===== config.mk =====
export PLATFORM = sky130hd
export DESIGN_NAME = luhn_card_classifier_flat
export DESIGN_NICKNAME = d
export VERILOG_FILES = /design/src/sv/luhn_pkg.sv /design/src/sv/luhn_if.sv /design/src/sv/luhn_bcd_conv.sv /design/src/sv/luhn_scan.sv /design/src/sv/luhn_card_classifier.sv /design/src/flat_wrapper.sv
export SDC_FILE = /design/constraint.sdc
export NUM_CORES = 1
export LEC_CHECK = 0
export ABC_AREA = 0
export BUFFER_PORTS_ARGS = -buffer_cell sky130_fd_sc_hd__buf_2
export CORE_MARGIN = 8
export CORE_UTILIZATION = 60
export CTS_CLUSTER_SIZE = 40
export DETAILED_ROUTE_END_ITERATION = 8
export PLACE_DENSITY = 0.85
export RECOVER_POWER = 25
export SLEW_MARGIN = 25
export SYNTH_ARGS = -nofsm -noshare
export SYNTH_HDL_FRONTEND = slang
export SYNTH_HIERARCHICAL = 1
export SYNTH_SLANG_ARGS = --single-unit

===== constraint.sdc =====
create_clock -name clk -period 3.62 [get_ports clk]
set_clock_uncertainty 0.05 [all_clocks]
set_input_delay 0.362 -clock clk [delete_from_list [all_inputs] [get_ports clk]]
set_output_delay 0.362 -clock clk [all_outputs]
set_load 0.03 [all_outputs]

===== src/sv/luhn_pkg.sv =====
// Shared types and constants for the Luhn card classifier.
`timescale 1ns / 1ps
`default_nettype none

package luhn_pkg;

  // Card number width and the decimal digits it can reach.
  localparam int BIN_W      = 63;
  localparam int BCD_DIGITS = 19;
  localparam int BCD_W      = 4 * BCD_DIGITS;
  localparam int DCNT_W     = 5;

  // Default for the number of digits examined.
  localparam int MAX_DIGITS_DEF = 19;

  // Lengths that the card brands use.
  localparam int AMEX_LEN       = 15;
  localparam int MC_LEN         = 16;
  localparam int VISA_SHORT_LEN = 13;
  localparam int VISA_LONG_LEN  = 16;
  localparam int RADIX          = 10;

  typedef enum logic [1:0] {
    VERDICT_INVALID    = 2'd0,
    VERDICT_AMEX       = 2'd1,
    VERDICT_MASTERCARD = 2'd2,
    VERDICT_VISA       = 2'd3
  } verdict_t;

  typedef struct packed {
    verdict_t            verdict;
    logic                checksum_ok;
    logic [DCNT_W-1:0]   digit_count;
  } res_t;

endpackage

`default_nettype wire


===== src/sv/luhn_if.sv =====
// Valid/ready channel interfaces for card words and result words.
`timescale 1ns / 1ps
`default_nettype none

interface luhn_in_if;
  logic                        valid;
  logic                        ready;
  logic [luhn_pkg::BIN_W-1:0]  card_number;

  modport source (output valid, output card_number, input ready);
  modport sink   (input valid, input card_number, output ready);
endinterface

interface luhn_out_if;
  logic                         valid;
  logic                         ready;
  logic [1:0]                   verdict;
  logic                         checksum_ok;
  logic [luhn_pkg::DCNT_W-1:0]  digit_count;

  modport source (output valid, output verdict, output checksum_ok, output digit_count,
                  input ready);
  modport sink   (input valid, input verdict, input checksum_ok, input digit_count,
                  output ready);
endinterface

`default_nettype wire


===== src/sv/luhn_bcd_conv.sv =====
// Bit-serial binary to BCD converter (shift and add-3), one bit per cycle.
`timescale 1ns / 1ps
`default_nettype none

module luhn_bcd_conv (
  input  wire logic                          clk,
  input  wire logic                          rst_n,
  input  wire logic                          start,
  input  wire logic [luhn_pkg::BIN_W-1:0]    number,
  output logic                               done,
  output logic [luhn_pkg::BCD_W-1:0]         bcd
);

  localparam int CNT_W = $clog2(luhn_pkg::BIN_W);

  logic [luhn_pkg::BIN_W-1:0] bits_r, bits_nxt;
  logic [luhn_pkg::BCD_W-1:0] bcd_r, bcd_nxt;
  logic [luhn_pkg::BCD_W-1:0] adj;
  logic [CNT_W-1:0]           cnt_r, cnt_nxt;
  logic                       busy_r, busy_nxt;
  logic                       done_r, done_nxt;

  // Each BCD digit of five or more gets three added before the shift.
  always_comb begin
    for (int i = 0; i < luhn_pkg::BCD_DIGITS; i++) begin
      adj[4*i +: 4] = (bcd_r[4*i +: 4] >= 4'd5) ? (bcd_r[4*i +: 4] + 4'd3)
                                                 : bcd_r[4*i +: 4];
    end
  end

  // Load on start, then shift the binary word in, most significant bit first.
  always_comb begin
    bits_nxt = bits_r;
    bcd_nxt  = bcd_r;
    cnt_nxt  = cnt_r;
    busy_nxt = busy_r;
    done_nxt = 1'b0;
    if (start) begin
      bits_nxt = number;
      bcd_nxt  = '0;
      cnt_nxt  = '0;
      busy_nxt = 1'b1;
    end else if (busy_r) begin
      bcd_nxt  = {adj[luhn_pkg::BCD_W-2:0], bits_r[luhn_pkg::BIN_W-1]};
      bits_nxt = {bits_r[luhn_pkg::BIN_W-2:0], 1'b0};
      cnt_nxt  = cnt_r + CNT_W'(1);
      if (cnt_r == CNT_W'(luhn_pkg::BIN_W - 1)) begin
        busy_nxt = 1'b0;
        done_nxt = 1'b1;
      end
    end
  end

  always_ff @(posedge clk) begin
    if (!rst_n) begin
      busy_r <= 1'b0;
      done_r <= 1'b0;
      cnt_r  <= '0;
    end else begin
      busy_r <= busy_nxt;
      done_r <= done_nxt;
      cnt_r  <= cnt_nxt;
    end
  end

  always_ff @(posedge clk) begin
    bits_r <= bits_nxt;
    bcd_r  <= bcd_nxt;
  end

  assign done = done_r;
  assign bcd  = bcd_r;

endmodule

`default_nettype wire


===== src/sv/luhn_scan.sv =====
// Digit scanner: Luhn sum, digit count and leading digits, then the verdict.
`timescale 1ns / 1ps
`default_nettype none

module luhn_scan #(
  parameter int MAX_DIGITS = luhn_pkg::MAX_DIGITS_DEF
) (
  input  wire logic                          clk,
  input  wire logic                          rst_n,
  input  wire logic                          start,
  input  wire logic [luhn_pkg::BCD_W-1:0]    bcd,
  output logic                               done,
  output luhn_pkg::res_t                     res
);

  localparam int IDX_W = $clog2(MAX_DIGITS);
  localparam int CNT_W = $clog2(MAX_DIGITS + 1);

  logic [luhn_pkg::BCD_W-1:0] sh_r, sh_nxt;
  logic [IDX_W-1:0]           idx_r, idx_nxt;
  logic [CNT_W-1:0]           count_r, count_nxt;
  logic [3:0]                 sum_r, sum_nxt;
  logic [3:0]                 prev_r, prev_nxt;
  logic [3:0]                 lead_r, lead_nxt;
  logic [3:0]                 second_r, second_nxt;
  logic                       busy_r, busy_nxt;
  logic                       fin_r, fin_nxt;
  logic                       done_r;
  luhn_pkg::res_t             res_r, res_nxt;

  logic [3:0] dig;
  logic [4:0] dbl;
  logic [4:0] term;
  logic [4:0] acc;
  logic       ovf;
  logic       ok;

  // Weight of the current digit: doubled at odd positions, folded above nine.
  always_comb begin
    dig  = sh_r[3:0];
    dbl  = {dig, 1'b0};
    if (idx_r[0]) begin
      term = (dbl > 5'd9) ? (dbl - 5'd9) : dbl;
    end else begin
      term = {1'b0, dig};
    end
    acc = {1'b0, sum_r} + term;
  end

  // One digit per cycle from the least significant end.
  always_comb begin
    sh_nxt     = sh_r;
    idx_nxt    = idx_r;
    count_nxt  = count_r;
    sum_nxt    = sum_r;
    prev_nxt   = prev_r;
    lead_nxt   = lead_r;
    second_nxt = second_r;
    busy_nxt   = busy_r;
    fin_nxt    = 1'b0;
    if (start) begin
      sh_nxt     = bcd;
      idx_nxt    = '0;
      count_nxt  = '0;
      sum_nxt    = '0;
      prev_nxt   = '0;
      lead_nxt   = '0;
      second_nxt = '0;
      busy_nxt   = 1'b1;
    end else if (busy_r) begin
      sh_nxt  = {4'd0, sh_r[luhn_pkg::BCD_W-1:4]};
      sum_nxt = (acc >= 5'(luhn_pkg::RADIX)) ? 4'(acc - 5'(luhn_pkg::RADIX)) : acc[3:0];
      if (dig != 4'd0) begin
        count_nxt  = CNT_W'(idx_r) + CNT_W'(1);
        lead_nxt   = dig;
        second_nxt = prev_r;
      end
      prev_nxt = dig;
      idx_nxt  = idx_r + IDX_W'(1);
      if (idx_r == IDX_W'(MAX_DIGITS - 1)) begin
        busy_nxt = 1'b0;
        fin_nxt  = 1'b1;
      end
    end
  end

  // Classification from length, leading digits and checksum.
  always_comb begin
    ovf = (sh_r != '0);
    ok  = (sum_r == 4'd0);
    res_nxt.verdict     = luhn_pkg::VERDICT_INVALID;
    res_nxt.checksum_ok = ok;
    res_nxt.digit_count = luhn_pkg::DCNT_W'(count_r);
    if (ovf) begin
      res_nxt.checksum_ok = 1'b0;
      res_nxt.digit_count = luhn_pkg::DCNT_W'(MAX_DIGITS);
    end else if (ok && count_r != '0) begin
      priority if (count_r == CNT_W'(luhn_pkg::AMEX_LEN) && lead_r == 4'd3 &&
                   (second_r == 4'd4 || second_r == 4'd7)) begin
        res_nxt.verdict = luhn_pkg::VERDICT_AMEX;
      end else if (count_r == CNT_W'(luhn_pkg::MC_LEN) && lead_r == 4'd5 &&
                   second_r >= 4'd1 && second_r <= 4'd5) begin
        res_nxt.verdict = luhn_pkg::VERDICT_MASTERCARD;
      end else if ((count_r == CNT_W'(luhn_pkg::VISA_SHORT_LEN) ||
                    count_r == CNT_W'(luhn_pkg::VISA_LONG_LEN)) && lead_r == 4'd4) begin
        res_nxt.verdict = luhn_pkg::VERDICT_VISA;
      end else begin
        res_nxt.verdict = luhn_pkg::VERDICT_INVALID;
      end
    end
  end

  always_ff @(posedge clk) begin
    if (!rst_n) begin
      busy_r <= 1'b0;
      fin_r  <= 1'b0;
      done_r <= 1'b0;
      idx_r  <= '0;
    end else begin
      busy_r <= busy_nxt;
      fin_r  <= fin_nxt;
      done_r <= fin_r;
      idx_r  <= idx_nxt;
    end
  end

  always_ff @(posedge clk) begin
    sh_r     <= sh_nxt;
    count_r  <= count_nxt;
    sum_r    <= sum_nxt;
    prev_r   <= prev_nxt;
    lead_r   <= lead_nxt;
    second_r <= second_nxt;
    if (fin_r) begin
      res_r <= res_nxt;
    end
  end

  assign done = done_r;
  assign res  = res_r;

endmodule

`default_nettype wire


===== src/sv/luhn_card_classifier.sv =====
// Top level of the Luhn card classifier: sequencing and the result register.
//
// Usage: a card number word enters on in_ch (valid/ready); one result word
// leaves on out_ch with the verdict, the Luhn checksum flag and the count of
// decimal digits. Every card word gives exactly one result word.
// The number is first converted to decimal by a shift-and-add-3 converter,
// one binary bit per cycle, then MAX_DIGITS decimal digits are scanned one
// per cycle and classified, and the scanner registers the result before it
// goes to the output register. One word is in work at a time.
// in_ch.ready is high whenever the block is idle, also while a finished word
// still waits in the output register; a stalled receiver only holds the next
// result back once that one is complete.
// Reset (rst_n low, synchronous) drops any word in work and clears
// out_ch.valid.
`timescale 1ns / 1ps
`default_nettype none

module luhn_card_classifier #(
  parameter int MAX_DIGITS = luhn_pkg::MAX_DIGITS_DEF
) (
  input  wire logic   clk,
  input  wire logic   rst_n,
  luhn_in_if.sink     in_ch,
  luhn_out_if.source  out_ch
);

  typedef enum logic [3:0] {
    ST_IDLE = 4'b0001,
    ST_CONV = 4'b0010,
    ST_SCAN = 4'b0100,
    ST_HOLD = 4'b1000
  } state_t;

  state_t                      state_r, state_nxt;
  logic                        out_valid_r, out_valid_nxt;
  luhn_pkg::res_t              out_r;
  luhn_pkg::res_t              scan_res;
  logic [luhn_pkg::BCD_W-1:0]  bcd;
  logic                        in_take;
  logic                        out_free;
  logic                        load;
  logic                        conv_done;
  logic                        scan_done;

  assign in_ch.ready = (state_r == ST_IDLE);
  assign in_take     = in_ch.valid && in_ch.ready;
  assign out_free    = !out_valid_r || out_ch.ready;

  luhn_bcd_conv u_conv (
    .clk    (clk),
    .rst_n  (rst_n),
    .start  (in_take),
    .number (in_ch.card_number),
    .done   (conv_done),
    .bcd    (bcd)
  );

  luhn_scan #(
    .MAX_DIGITS (MAX_DIGITS)
  ) u_scan (
    .clk   (clk),
    .rst_n (rst_n),
    .start (conv_done),
    .bcd   (bcd),
    .done  (scan_done),
    .res   (scan_res)
  );

  // Sequencer: convert, scan, then hand the word to the output register.
  always_comb begin
    state_nxt = state_r;
    load      = 1'b0;
    unique case (state_r)
      ST_IDLE: begin
        if (in_take) state_nxt = ST_CONV;
      end
      ST_CONV: begin
        if (conv_done) state_nxt = ST_SCAN;
      end
      ST_SCAN: begin
        if (scan_done) begin
          if (out_free) begin
            load      = 1'b1;
            state_nxt = ST_IDLE;
          end else begin
            state_nxt = ST_HOLD;
          end
        end
      end
      ST_HOLD: begin
        if (out_free) begin
          load      = 1'b1;
          state_nxt = ST_IDLE;
        end
      end
      default: state_nxt = ST_IDLE;
    endcase
  end

  // Output register valid flag.
  always_comb begin
    out_valid_nxt = out_valid_r;
    if (load) begin
      out_valid_nxt = 1'b1;
    end else if (out_ch.ready) begin
      out_valid_nxt = 1'b0;
    end
  end

  always_ff @(posedge clk) begin
    if (!rst_n) begin
      state_r     <= ST_IDLE;
      out_valid_r <= 1'b0;
    end else begin
      state_r     <= state_nxt;
      out_valid_r <= out_valid_nxt;
    end
  end

  always_ff @(posedge clk) begin
    if (load) begin
      out_r <= scan_res;
    end
  end

  assign out_ch.valid       = out_valid_r;
  assign out_ch.verdict     = out_r.verdict;
  assign out_ch.checksum_ok = out_r.checksum_ok;
  assign out_ch.digit_count = out_r.digit_count;

`ifndef SYNTHESIS
  a_conv_done_in_conv: assert property (@(posedge clk) disable iff (!rst_n)
    conv_done |-> state_r == ST_CONV)
    else $error("converter finished outside the conversion phase");

  a_scan_done_in_scan: assert property (@(posedge clk) disable iff (!rst_n)
    scan_done |-> state_r == ST_SCAN)
    else $error("scanner finished outside the scan phase");

  a_take_starts_conv: assert property (@(posedge clk) disable iff (!rst_n)
    in_take |=> state_r == ST_CONV)
    else $error("accepted word did not start a conversion");

  a_count_bound: assert property (@(posedge clk) disable iff (!rst_n)
    out_valid_r |-> out_r.digit_count <= MAX_DIGITS)
    else $error("digit count above the examined maximum");

  a_verdict_needs_sum: assert property (@(posedge clk) disable iff (!rst_n)
    (out_valid_r && out_r.verdict != luhn_pkg::VERDICT_INVALID) |-> out_r.checksum_ok)
    else $error("brand verdict given without a passing checksum");
`endif

endmodule

`default_nettype wire

===== src/flat_wrapper.sv =====
// flat-port wrapper written by rule: the top's interface ports become plain ports
module luhn_card_classifier_flat 
#(
  parameter int MAX_DIGITS = luhn_pkg::MAX_DIGITS_DEF
)
  (clk, rst_n, in_ch_valid, in_ch_card_number, in_ch_ready, out_ch_valid, out_ch_verdict, out_ch_checksum_ok, out_ch_digit_count, out_ch_ready);
  luhn_in_if in_ch_i ();
  luhn_out_if out_ch_i ();
  input  wire logic clk;
  input  wire logic rst_n;
  input wire logic [$bits(in_ch_i.valid)-1:0] in_ch_valid;
  input wire logic [$bits(in_ch_i.card_number)-1:0] in_ch_card_number;
  output wire logic [$bits(in_ch_i.ready)-1:0] in_ch_ready;
  output wire logic [$bits(out_ch_i.valid)-1:0] out_ch_valid;
  output wire logic [$bits(out_ch_i.verdict)-1:0] out_ch_verdict;
  output wire logic [$bits(out_ch_i.checksum_ok)-1:0] out_ch_checksum_ok;
  output wire logic [$bits(out_ch_i.digit_count)-1:0] out_ch_digit_count;
  input wire logic [$bits(out_ch_i.ready)-1:0] out_ch_ready;
  assign in_ch_i.valid = in_ch_valid;
  assign in_ch_i.card_number = in_ch_card_number;
  assign in_ch_ready = in_ch_i.ready;
  assign out_ch_valid = out_ch_i.valid;
  assign out_ch_verdict = out_ch_i.verdict;
  assign out_ch_checksum_ok = out_ch_i.checksum_ok;
  assign out_ch_digit_count = out_ch_i.digit_count;
  assign out_ch_i.ready = out_ch_ready;
  luhn_card_classifier #(.MAX_DIGITS(MAX_DIGITS)) u_core (.clk(clk), .rst_n(rst_n), .in_ch(in_ch_i), .out_ch(out_ch_i));
endmodule

======== Word level (Yosys, flattened, before mapping) ========
Cells that the tools add are included.
storage, ports and cells
  bits in registers ....................... 273
  bits of input ports ..................... 67
  output and inout bits ................... 10
  logic and storage cells ................. 168
operators by class
  add/sub/neg operators ................... 24
  $lt $le $gt $ge ......................... 23
  equality and inequality tests ........... 18
  mux-type cells .......................... 48
  bitwise operators ....................... 4
  reductions and logical operators ........ 27
operator list
  cell                                                  number
  two-way mux 76 bit                                    2
  two-way mux 63 bit                                    2
  two-way mux 4 bit                                     24
  >= comparator 4 x 3 -> 1 bit (second input constant)  19
  nonzero test 76 bit                                   1
  adder 4 x 2 -> 4 bit (second input constant)          18
  equality test 4 x 3 -> 1 bit (second input constant)  5
  case mux 4 bit (4 select lines)                       1
  two-way mux 1 bit                                     13
  equality test 5 x 4 -> 1 bit (second input constant)  2
  equality test 5 bit (second input constant)           2
  two-way mux 5 bit                                     2
  OR reduction 3 bit                                    3
  equality test 4 x 2 -> 1 bit (second input constant)  2
  logical AND 1 bit                                     8
  adder 6 x 1 -> 6 bit (second input constant)          1
  equality test 6 bit (second input constant)           1
  inequality test 2 bit (second input constant)         3
  nonzero test 2 bit                                    3
  OR reduction 2 bit                                    3
  adder 4 x 5 -> 5 bit                                  1
  adder 5 x 1 -> 5 bit (second input constant)          1
  >= comparator 5 x 4 -> 1 bit (second input constant)  1
  > comparator 5 x 4 -> 1 bit (second input constant)   1
  19 further kinds                                      25

======== Longest topological paths before layout ========
Gate-level depths: netlist of run 1.
  word-level depth ........................ 6
  mapped depth ............................ 16
  mapped depth without buffers ............ 16

======== By module ========
Netlist of run 1, hierarchy kept.
by module, submodules not included
  module                times used  cells each  area each (um^2)  seq. area each (um^2)
  luhn_bcd_conv         1           735         7673.6            3573.4
  luhn_scan             1           390         5103.6            3103.0
  luhn_card_classifier  1           40          521.8             340.3

======== Worst setup path after synthesis of run 1 ========
No wires, ideal clock.
  path kind ............................... register to register
  start point ............................. reg u_core.u_conv.done_r, in the netlist u_core/u_conv/done
  end point ............................... reg u_core/u_scan/sh_r[0] (netlist bit) (enable)
  library setup time ...................... 436 ps
  data arrival time ....................... 2614 ps
  data required time ...................... 3134 ps
  setup slack ............................. 519 ps
  cell stages (with the launch flop) ...... 5
  buffers on the path ..................... 2
  period minus slack after synthesis ...... 3101 ps
  cell sequence ........................... dfxtp_1 -> clkbuf_1 -> clkbuf_1 -> inv_1 -> nand2_1
between the ends
  longest elaborated chain between the ends .. 1
ends and longest elaborated chain
  item                          line                 text
  start, declared               luhn_bcd_conv.sv:21  logic done_r, done_nxt;
  start signal, assigned        luhn_bcd_conv.sv:61  done_r <= done_nxt;
  nonzero test 2 bit (no line)  n/a
  end signal, assigned          luhn_scan.sv:128     sh_r <= sh_nxt;
  end, declared                 luhn_scan.sv:19      logic [luhn_pkg::BCD_W-1:0] sh_r, sh_nxt;
No other way between the ends.
A chain may end at the register's enable or synchronous reset.

======== Worst setup path in the final report of run 1 ========
  start point ............................. reg u_core/u_scan/sh_r[0] (netlist bit)
  end point ............................... reg u_core.u_scan.sum_r[3]
between the ends
  longest elaborated chain between the ends .. 6
  elaborated cells between the ends (all ways) .. 8
  classes of those cells .................. add/sub: 3; order compare: 2; mux: 3
ends and longest elaborated chain
  item                                                                             line              text
  subtractor 5 x 4 -> 5 bit / > comparator 5 x 4 -> 1 bit (equally long branches)  luhn_scan.sv:43   term = (dbl > 5'd9) ? (dbl - 5'd9) : dbl;
  two-way mux 5 bit                                                                luhn_scan.sv:43
  two-way mux 5 bit (*)                                                            luhn_scan.sv:42   if (idx_r[0]) begin
  adder 4 x 5 -> 5 bit (*)                                                         luhn_scan.sv:47   acc = {1'b0, sum_r} + term;
  subtractor 4 bit / >= comparator 5 x 4 -> 1 bit (equally long branches)          luhn_scan.sv:72   sum_nxt = (acc >= 5'(luhn_pkg::RADIX)) ? 4'(acc - 5'(luhn_pkg::RADIX)) : acc[3:0];
  two-way mux 4 bit (*)                                                            luhn_scan.sv:72
  end signal, assigned                                                             luhn_scan.sv:130  sum_r <= sum_nxt;
  end, declared                                                                    luhn_scan.sv:22   logic [3:0] sum_r, sum_nxt;
Mark *: on every way between the ends. The rest lies on a longest branch, timed or not.

==> flow_summary_export.csv, run 1 <==
group,metric,value,unit
sta,tightest_slew,2169,ps
final_layout,layout_common_cells,"edfxtp_1, mux2_2, dfxtp_1",
floorplanning,initial_core_util,0.6094,
global_routing,track_usage,0.2030,
route,drc_errors,0,
critical_path,critPathKind,"register to register",
clock_tree,cts_root_buf,"clkbuf_16",
critical_path,setup.worst_path.end_class,"register",
placed_design,port_buffers,76,
logic_synthesis,ys_seq_area_frac,0.5276,
logic_synthesis,netlist_area,13300,um^2
outcome,status,"complete, but fails checks",
pwr,vdd_drop_max,0.4536,mV
clock_tree,clockBufferDepth,3,
final_layout,antenna-diode-count,0,
floorplanning,die-area,27190,um^2
sta,hold_viol,0,
final_layout,drive_above_1_share,0.2484,
logic_synthesis,async_flop_share,0,
clock_tree,postCtsSetupBuffers,0,
route,num_vias,9389,
logic_synthesis,ys_types,60,
critical_path,crit_top_cell,"inv_1",
floorplanning,core_area,21820,um^2
critical_path,cp_num_buf_inv,4,
sta,fmax,299.4,MHz
route,wl,27830,um
sta,post-route-period-util,0.9226,
clock_tree,cts_sinks,273,
clock_tree,numCtsBuffers,29,
clock_tree,cts_resized,0,
final_layout,nFillCells,1513,
floorplanning,rows,54,
route,dr.pass1.iters,6,
floorplanning,die-height,164.9,um
global_routing,grt_max_degree,97,
pwr,leakage,5.105,nW
sta,finalSetupTns,0,ps
critical_path,crit_family,"adder cells",
logic_synthesis,synth-edff-count,155,
sta,report.final.slew_viol_count,138,
final_layout,final_nets,1341,
sta,relSlewSlack,-0.4460,
critical_path,crit_path_max_incr_delay,510,ps
sta,rsz0062_at_grt,"no",
route,drt-initial-drc-count,903,
critical_path,worstPathArrival,3710,ps
logic_synthesis,synth_area_per_cell,11.42,um^2
floorplanning,io_pins,77,
placed_design,hpwl,18070,um
logic_synthesis,yosysWarnings,6,
final_layout,layout_commonest_cell,"edfxtp_1",
logic_synthesis,netlist_instances,1165,
critical_path,critPathMaxFanout,7,
pwr,total_power,0.008801,W
floorplanning,die-width,164.9,um
min_path,worst_hold_path_type,"input port to register",
final_layout,seqCellArea,7020,um^2
pwr,cellPowerDensity,593.9,nW/um^2
clock_tree,clk_pin_slew,60,ps
critical_path,path_cells,"inv_1 > ha_1 > inv_1 > a21oi_1 > xnor2_1 > nand2_1 > o21ai_0 > inv_1 > fa_1 > xnor2_1 > inv_1 > ha_1 > or3_1 > a311oi_1",
route,antenna_left,0,
flow_run,cap_violations,2,
route,avgRoutedWirePerCell,18.22,um
logic_synthesis,synth_fp_nets,1281,
critical_path,cp_data_required_time,3990,ps
logic_synthesis,ys_ff_latch,273,
global_routing,antenna_found_initial,0,
route,vias_per_cell,6.145,
clock_tree,insertion_delay,560,ps
global_routing,grt_pass1_wl,45510,um
final_layout,multi_input_area,5685,um^2
sta,setup_viol,0,
global_routing,grt_pass1_vias,9148,
outcome,violations,"max-capacitance violations, max-slew violations",
clock_tree,holdBufCountCts,0,
logic_synthesis,synth_ff_type,"edfxtp_1",
placed_design,gp_congestion,0.8139,
clock_tree,h-tree-depth,1,
sta,fin_crit,3340,ps
critical_path,start_kind,"register",
critical_path,slowest_stage,"edfxtp_1",
final_layout,areaGrowthSynthToFinish,11.43,%
clock_tree,cts_tree,"done",
global_routing,gr-total-overflow,0,
==> kinds of logic after synthesis <==
| group | share of synthesized area |
|---|---|
| compound gates | 0.1439 |
| flops | 0.5276 |
| simple gates | 0.1047 |
| mux | 0.1202 |
| buf+inv | 0.04507 |
| fa+ha+maj | 0.04667 |
| xor+xnor | 0.01185 |
==> area by class of cell <==
| cell class | instances | area share |
|---|---|---|
| clock inverters | 19 | 0.01528 |
| flip-flops and latches | 273 | 0.4737 |
| well taps | 280 | 0.02364 |
| clock buffers | 35 | 0.05117 |
| inverters | 83 | 0.02102 |
| multi-input cells | 752 | 0.3837 |
| repair buffers | 86 | 0.03149 |
==> per-stage QoR <==
step / std cells / hold WS, ps / area (um^2) / util / setup slack [ps]
final: 1528 / 46.95 / 14820 / 0.6791 / 280.2
after global routing: 1528 / 39.17 / 14820 / 0.6791 / 64.02
after CTS: 1528 / 33.78 / 14840 / 0.6802 / 322.2
after detailed placement: 1474 / 355.9 / 13860 / 0.6351 / 314.9
after global placement: 1474 / 351.1 / 13860 / 0.6351 / 493.6
after floorplan: 1165 / 350.3 / 13300 / - / 519.2
==> worst paths after layout <==
path                               from                  endpoint  depth (start not counted)  slack, ps
setup / recovery  u_core/u_scan/sh_r[0]    u_core/u_scan/sum_r[3]                         14        280
hold / removal             out_ch_ready         u_core/state_r[3]                          4         50
setup reg to reg  u_core/u_scan/sh_r[0]    u_core/u_scan/sum_r[3]                         14        280
hold reg to reg    u_core/u_scan/res[6]  u_core/out_ch.verdict[0]                          0        370
==> cells in the mapped netlist, drive strengths merged, types with 3 or more instances <==
| library cell | n | area [um^2] |
|---|---|---|
| nand2b | 12 | 75.07 |
| buf | 36 | 208.9 |
| clkbuf | 21 | 78.83 |
| nand3 | 23 | 115.1 |
| nor2 | 41 | 153.9 |
| mux2 | 134 | 1509 |
| nor3b | 3 | 27.52 |
| o21ai | 77 | 483.0 |
| a311o | 14 | 140.1 |
| nor2b | 7 | 43.79 |
| or4 | 3 | 22.52 |
| o31ai | 5 | 37.54 |
| o22a | 14 | 122.6 |
| or3 | 17 | 106.4 |
| nor4 | 19 | 118.9 |
| xnor2 | 8 | 70.07 |
| a21oi | 91 | 455.4 |
| nand4 | 24 | 150.1 |
| xor2 | 10 | 87.58 |
| and2 | 8 | 50.05 |
| mux2i | 9 | 90.09 |
| a31oi | 5 | 31.28 |
| inv | 83 | 311.6 |
| or2 | 4 | 25.02 |
| nand3b | 3 | 22.52 |
| ha | 48 | 600.6 |
| nand2 | 58 | 217.7 |
| a221oi | 15 | 219.0 |
| a211oi | 13 | 97.59 |
| o22ai | 15 | 93.84 |
| nor3 | 35 | 175.2 |
| o32ai | 16 | 140.1 |
| dfxtp | 118 | 2362 |
| edfxtp | 155 | 4654 |
==> power breakdown <==
group / internal (W) / switching [W] / total, W
Combinational: 0.000720 / 0.000901 / 0.00162
Clock: 0.00180 / 0.00124 / 0.00304
Sequential: 0.00369 / 0.000449 / 0.00414
==> layer usage <==
metal  part of all wire  vias up  global-route usage
li1                   -     4494                   -
met1               0.42     4579              0.2558
met2               0.52      281              0.3607
met3              0.053       35             0.03041
met4              0.014        0             0.04791
met5                  0        -                   0
==> worst register-to-register path, cell delays in order, from the launching register on <==
cell,delay [ps]
edfxtp_1,510
inv_1,110
ha_1,210
inv_1,80
a21oi_1,250
xnor2_1,150
nand2_1,60
o21ai_0,130
inv_1,90
fa_1,440
xnor2_1,190
inv_1,80
ha_1,220
or3_1,380
a311oi_1,250
==> registers in the layout, indices dropped and copies added (netlist names), 5 cells and up <==
signal / cells
u_core/out_ch.digit_count: 5
u_core/u_conv/bcd: 76
u_core/u_conv/bits_r: 63
u_core/u_conv/cnt_r: 6
u_core/u_scan/count_r: 5
u_core/u_scan/idx_r: 5
u_core/u_scan/res: 8
u_core/u_scan/sh_r: 76
Note: power is estimated with default switching activity, not from simulation.
==> inputs of run 2 (changes only) <==
Clock period 3.62 ns to 3.5 ns, I/O delays scaled along.
==> run 2 against run 1 <==
Compared with the run above:
- the run now ends clean
- power increased by 2.3%
- first-iteration DRC count decreased by 12%
- utilization increased by 0.11 points
- sequential power increased by 3%
- sequential share of layout area decreased by 0.076 points
- flip-flop and latch count unchanged
- global-route usage increased by 0.096 points
- cell area increased by 0.16%
- combinational power increased by 6%
- register-to-register slack got worse by 50 ps
- cell count unchanged
- largest power group unchanged
==> flow_summary_export.csv, run 2 (synthesis gave the netlist of run 1 again) <==
group,metric,value,unit
outcome,status,"finished, final reports clean",
critical_path,ff2ff_path_depth,14,
sta,fin_crit,3266,ps
min_path,worst_hold_path_type,"input port to register",
global_routing,antenna_found_initial,0,
route,antenna_left,0,
global_routing,grt_max_degree,125,
sta,tightest_slew,1435,ps
floorplanning,die-width,164.9,um
critical_path,reg2reg_from,"u_core/u_scan/sh_r[0]",
pwr,leakage,5.110,nW
critical_path,critPathKind,"register to register",
clock_tree,numCtsBuffers,28,
final_layout,drive_above_1_share,0.2460,
critical_path,timing.rr.end,"u_core/u_scan/sum_r[3]",
sta,fmax,306.2,MHz
critical_path,start_kind,"register",
critical_path,critPathMaxFanout,5,
min_path,min_path_cells,2,
final_layout,final_nets,1342,
placed_design,place_area,13900,um^2
sta,hold_viol,0,
floorplanning,core_area,21820,um^2
placed_design,hpwl,18280,um
min_path,worstHoldEndpoint,"u_core/u_conv/bits_r[0]",
floorplanning,io_pins,77,
global_routing,track_usage,0.2040,
clock_tree,cts_tree,"done",
route,drt-initial-drc-count,796,
floorplanning,initial_core_util,0.6094,
clock_tree,clk_pin_slew,60,ps
route,drc_errors,0,
clock_tree,cts_sinks,273,
sta,relSlewSlack,0.04213,
pwr,cellPowerDensity,606.3,nW/um^2
final_layout,layout_common_cells,"edfxtp_1, mux2_2, dfxtp_1",
sta,rsz0062_at_grt,"no",
final_layout,final_area,14840,um^2
pwr,vdd_drop_max,0.3906,mV
route,wl,27860,um
final_layout,antenna-diode-count,0,
clock_tree,h-tree-depth,1,
pwr,total_power,0.008999,W
floorplanning,die-area,27190,um^2
flow_run,cap_violations,0,
route,vias_per_cell,6.131,
global_routing,gr-total-overflow,0,
floorplanning,rows,54,
clock_tree,insertion_delay,540,ps
placed_design,port_buffers,76,
sta,setup_viol,0,
final_layout,areaGrowthSynthToFinish,11.61,%
sta,post-route-period-util,0.9330,
sta,finalSetupTns,0,ps
route,num_vias,9368,
route,dr.pass1.iters,5,
critical_path,worstPathArrival,3640,ps
min_path,hp-start,"in_ch_card_number[0]",
final_layout,layout_commonest_cell,"edfxtp_1",
global_routing,grt_pass1_vias,9237,
critical_path,cp_data_required_time,3870,ps
placed_design,gp_congestion,0.8218,
global_routing,grt_pass1_wl,45890,um
critical_path,setup.worst_path.end_class,"register",
clock_tree,cts_root_buf,"clkbuf_16",
critical_path,setup.reg_to_reg.worst_slack,230,ps
clock_tree,clockBufferDepth,3,
route,avgRoutedWirePerCell,18.23,um
sta,report.final.slew_viol_count,0,
floorplanning,die-height,164.9,um
[run 2: cell count changes in the layout (fill, tap and decap cells not counted), sizes merged]
cell	before	now
bufinv	4	3
buf	76	77
clkinvlp	1	0
inv	85	83
clkinv	12	13
clkbuf	45	47
[run 2: area by class of cell]
type / instances / area (um^2)
Tap cell: 280 / 350.3
Fill cell: 1513 / 6980
Clock buffer: 36 / 780.7
Multi-Input combinational cell: 752 / 5692
Timing Repair Buffer: 88 / 520.5
Sequential cell: 273 / 7020
Inverter: 83 / 312.8
Clock inverter: 16 / 166.4
[run 2: timing repair]
action | CTS | global route
hold buffers | 0 | 0
buffers inserted | 0 | 2
resized for setup | 0 | 1
setup endpoints to repair | 0 | 3
[run 2: worst max-delay path: stages, from the launching register on]
cell,delay (ps)
edfxtp_1,460
inv_1,90
ha_1,200
inv_1,100
a21oi_2,200
xnor2_1,140
nand2_1,60
o21ai_0,130
inv_1,90
fa_1,430
xnor2_1,230
inv_1,110
ha_1,230
or3_1,370
a311oi_1,250
[run 2: metrics by stage]
step / utilization / setup slack (ps) / instances / hold slack [ps]
after floorplan: - / 399.2 / 1165 / 350.3
after global placement: 0.6368 / 391.6 / 1474 / 350.6
after detailed placement: 0.6368 / 189.1 / 1474 / 354.5
after CTS: 0.6802 / 177.0 / 1526 / 34.82
after global routing: 0.6801 / 10.34 / 1528 / 46.20
final: 0.6801 / 234.5 / 1528 / 53.82
[run 2: how the worst max path moves through the flow]
stage	endpoint	from	slack, ps
floorplan	u_core/u_scan/sh_r[0]	u_core/u_conv/done	400
global placement	u_core/u_scan/sum_r[3]	u_core/u_scan/sh_r[0]	390
detailed placement	u_core/u_scan/sum_r[3]	u_core/u_scan/sh_r[0]	190
CTS	u_core/u_scan/sum_r[3]	u_core/u_scan/sh_r[0]	180
global route	u_core/u_scan/sum_r[2]	u_core/u_scan/sh_r[0]	10
finish	u_core/u_scan/sum_r[3]	u_core/u_scan/sh_r[0]	230
[run 2: report_power, final]
part | internal [W] | switching, W | total [W]
Sequential | 0.00382 | 0.000441 | 0.00426
Combinational | 0.000755 | 0.000963 | 0.00172
Clock | 0.00180 | 0.00122 | 0.00302
Total | 0.00637 | 0.00263 | 0.00900
[run 2: per-layer routing]
layer,track usage,up-vias,share of wire
li1,-,4489,-
met1,0.2589,4534,0.42
met2,0.3534,284,0.50
met3,0.03166,61,0.053
met4,0.06102,0,0.025
met5,0,-,0
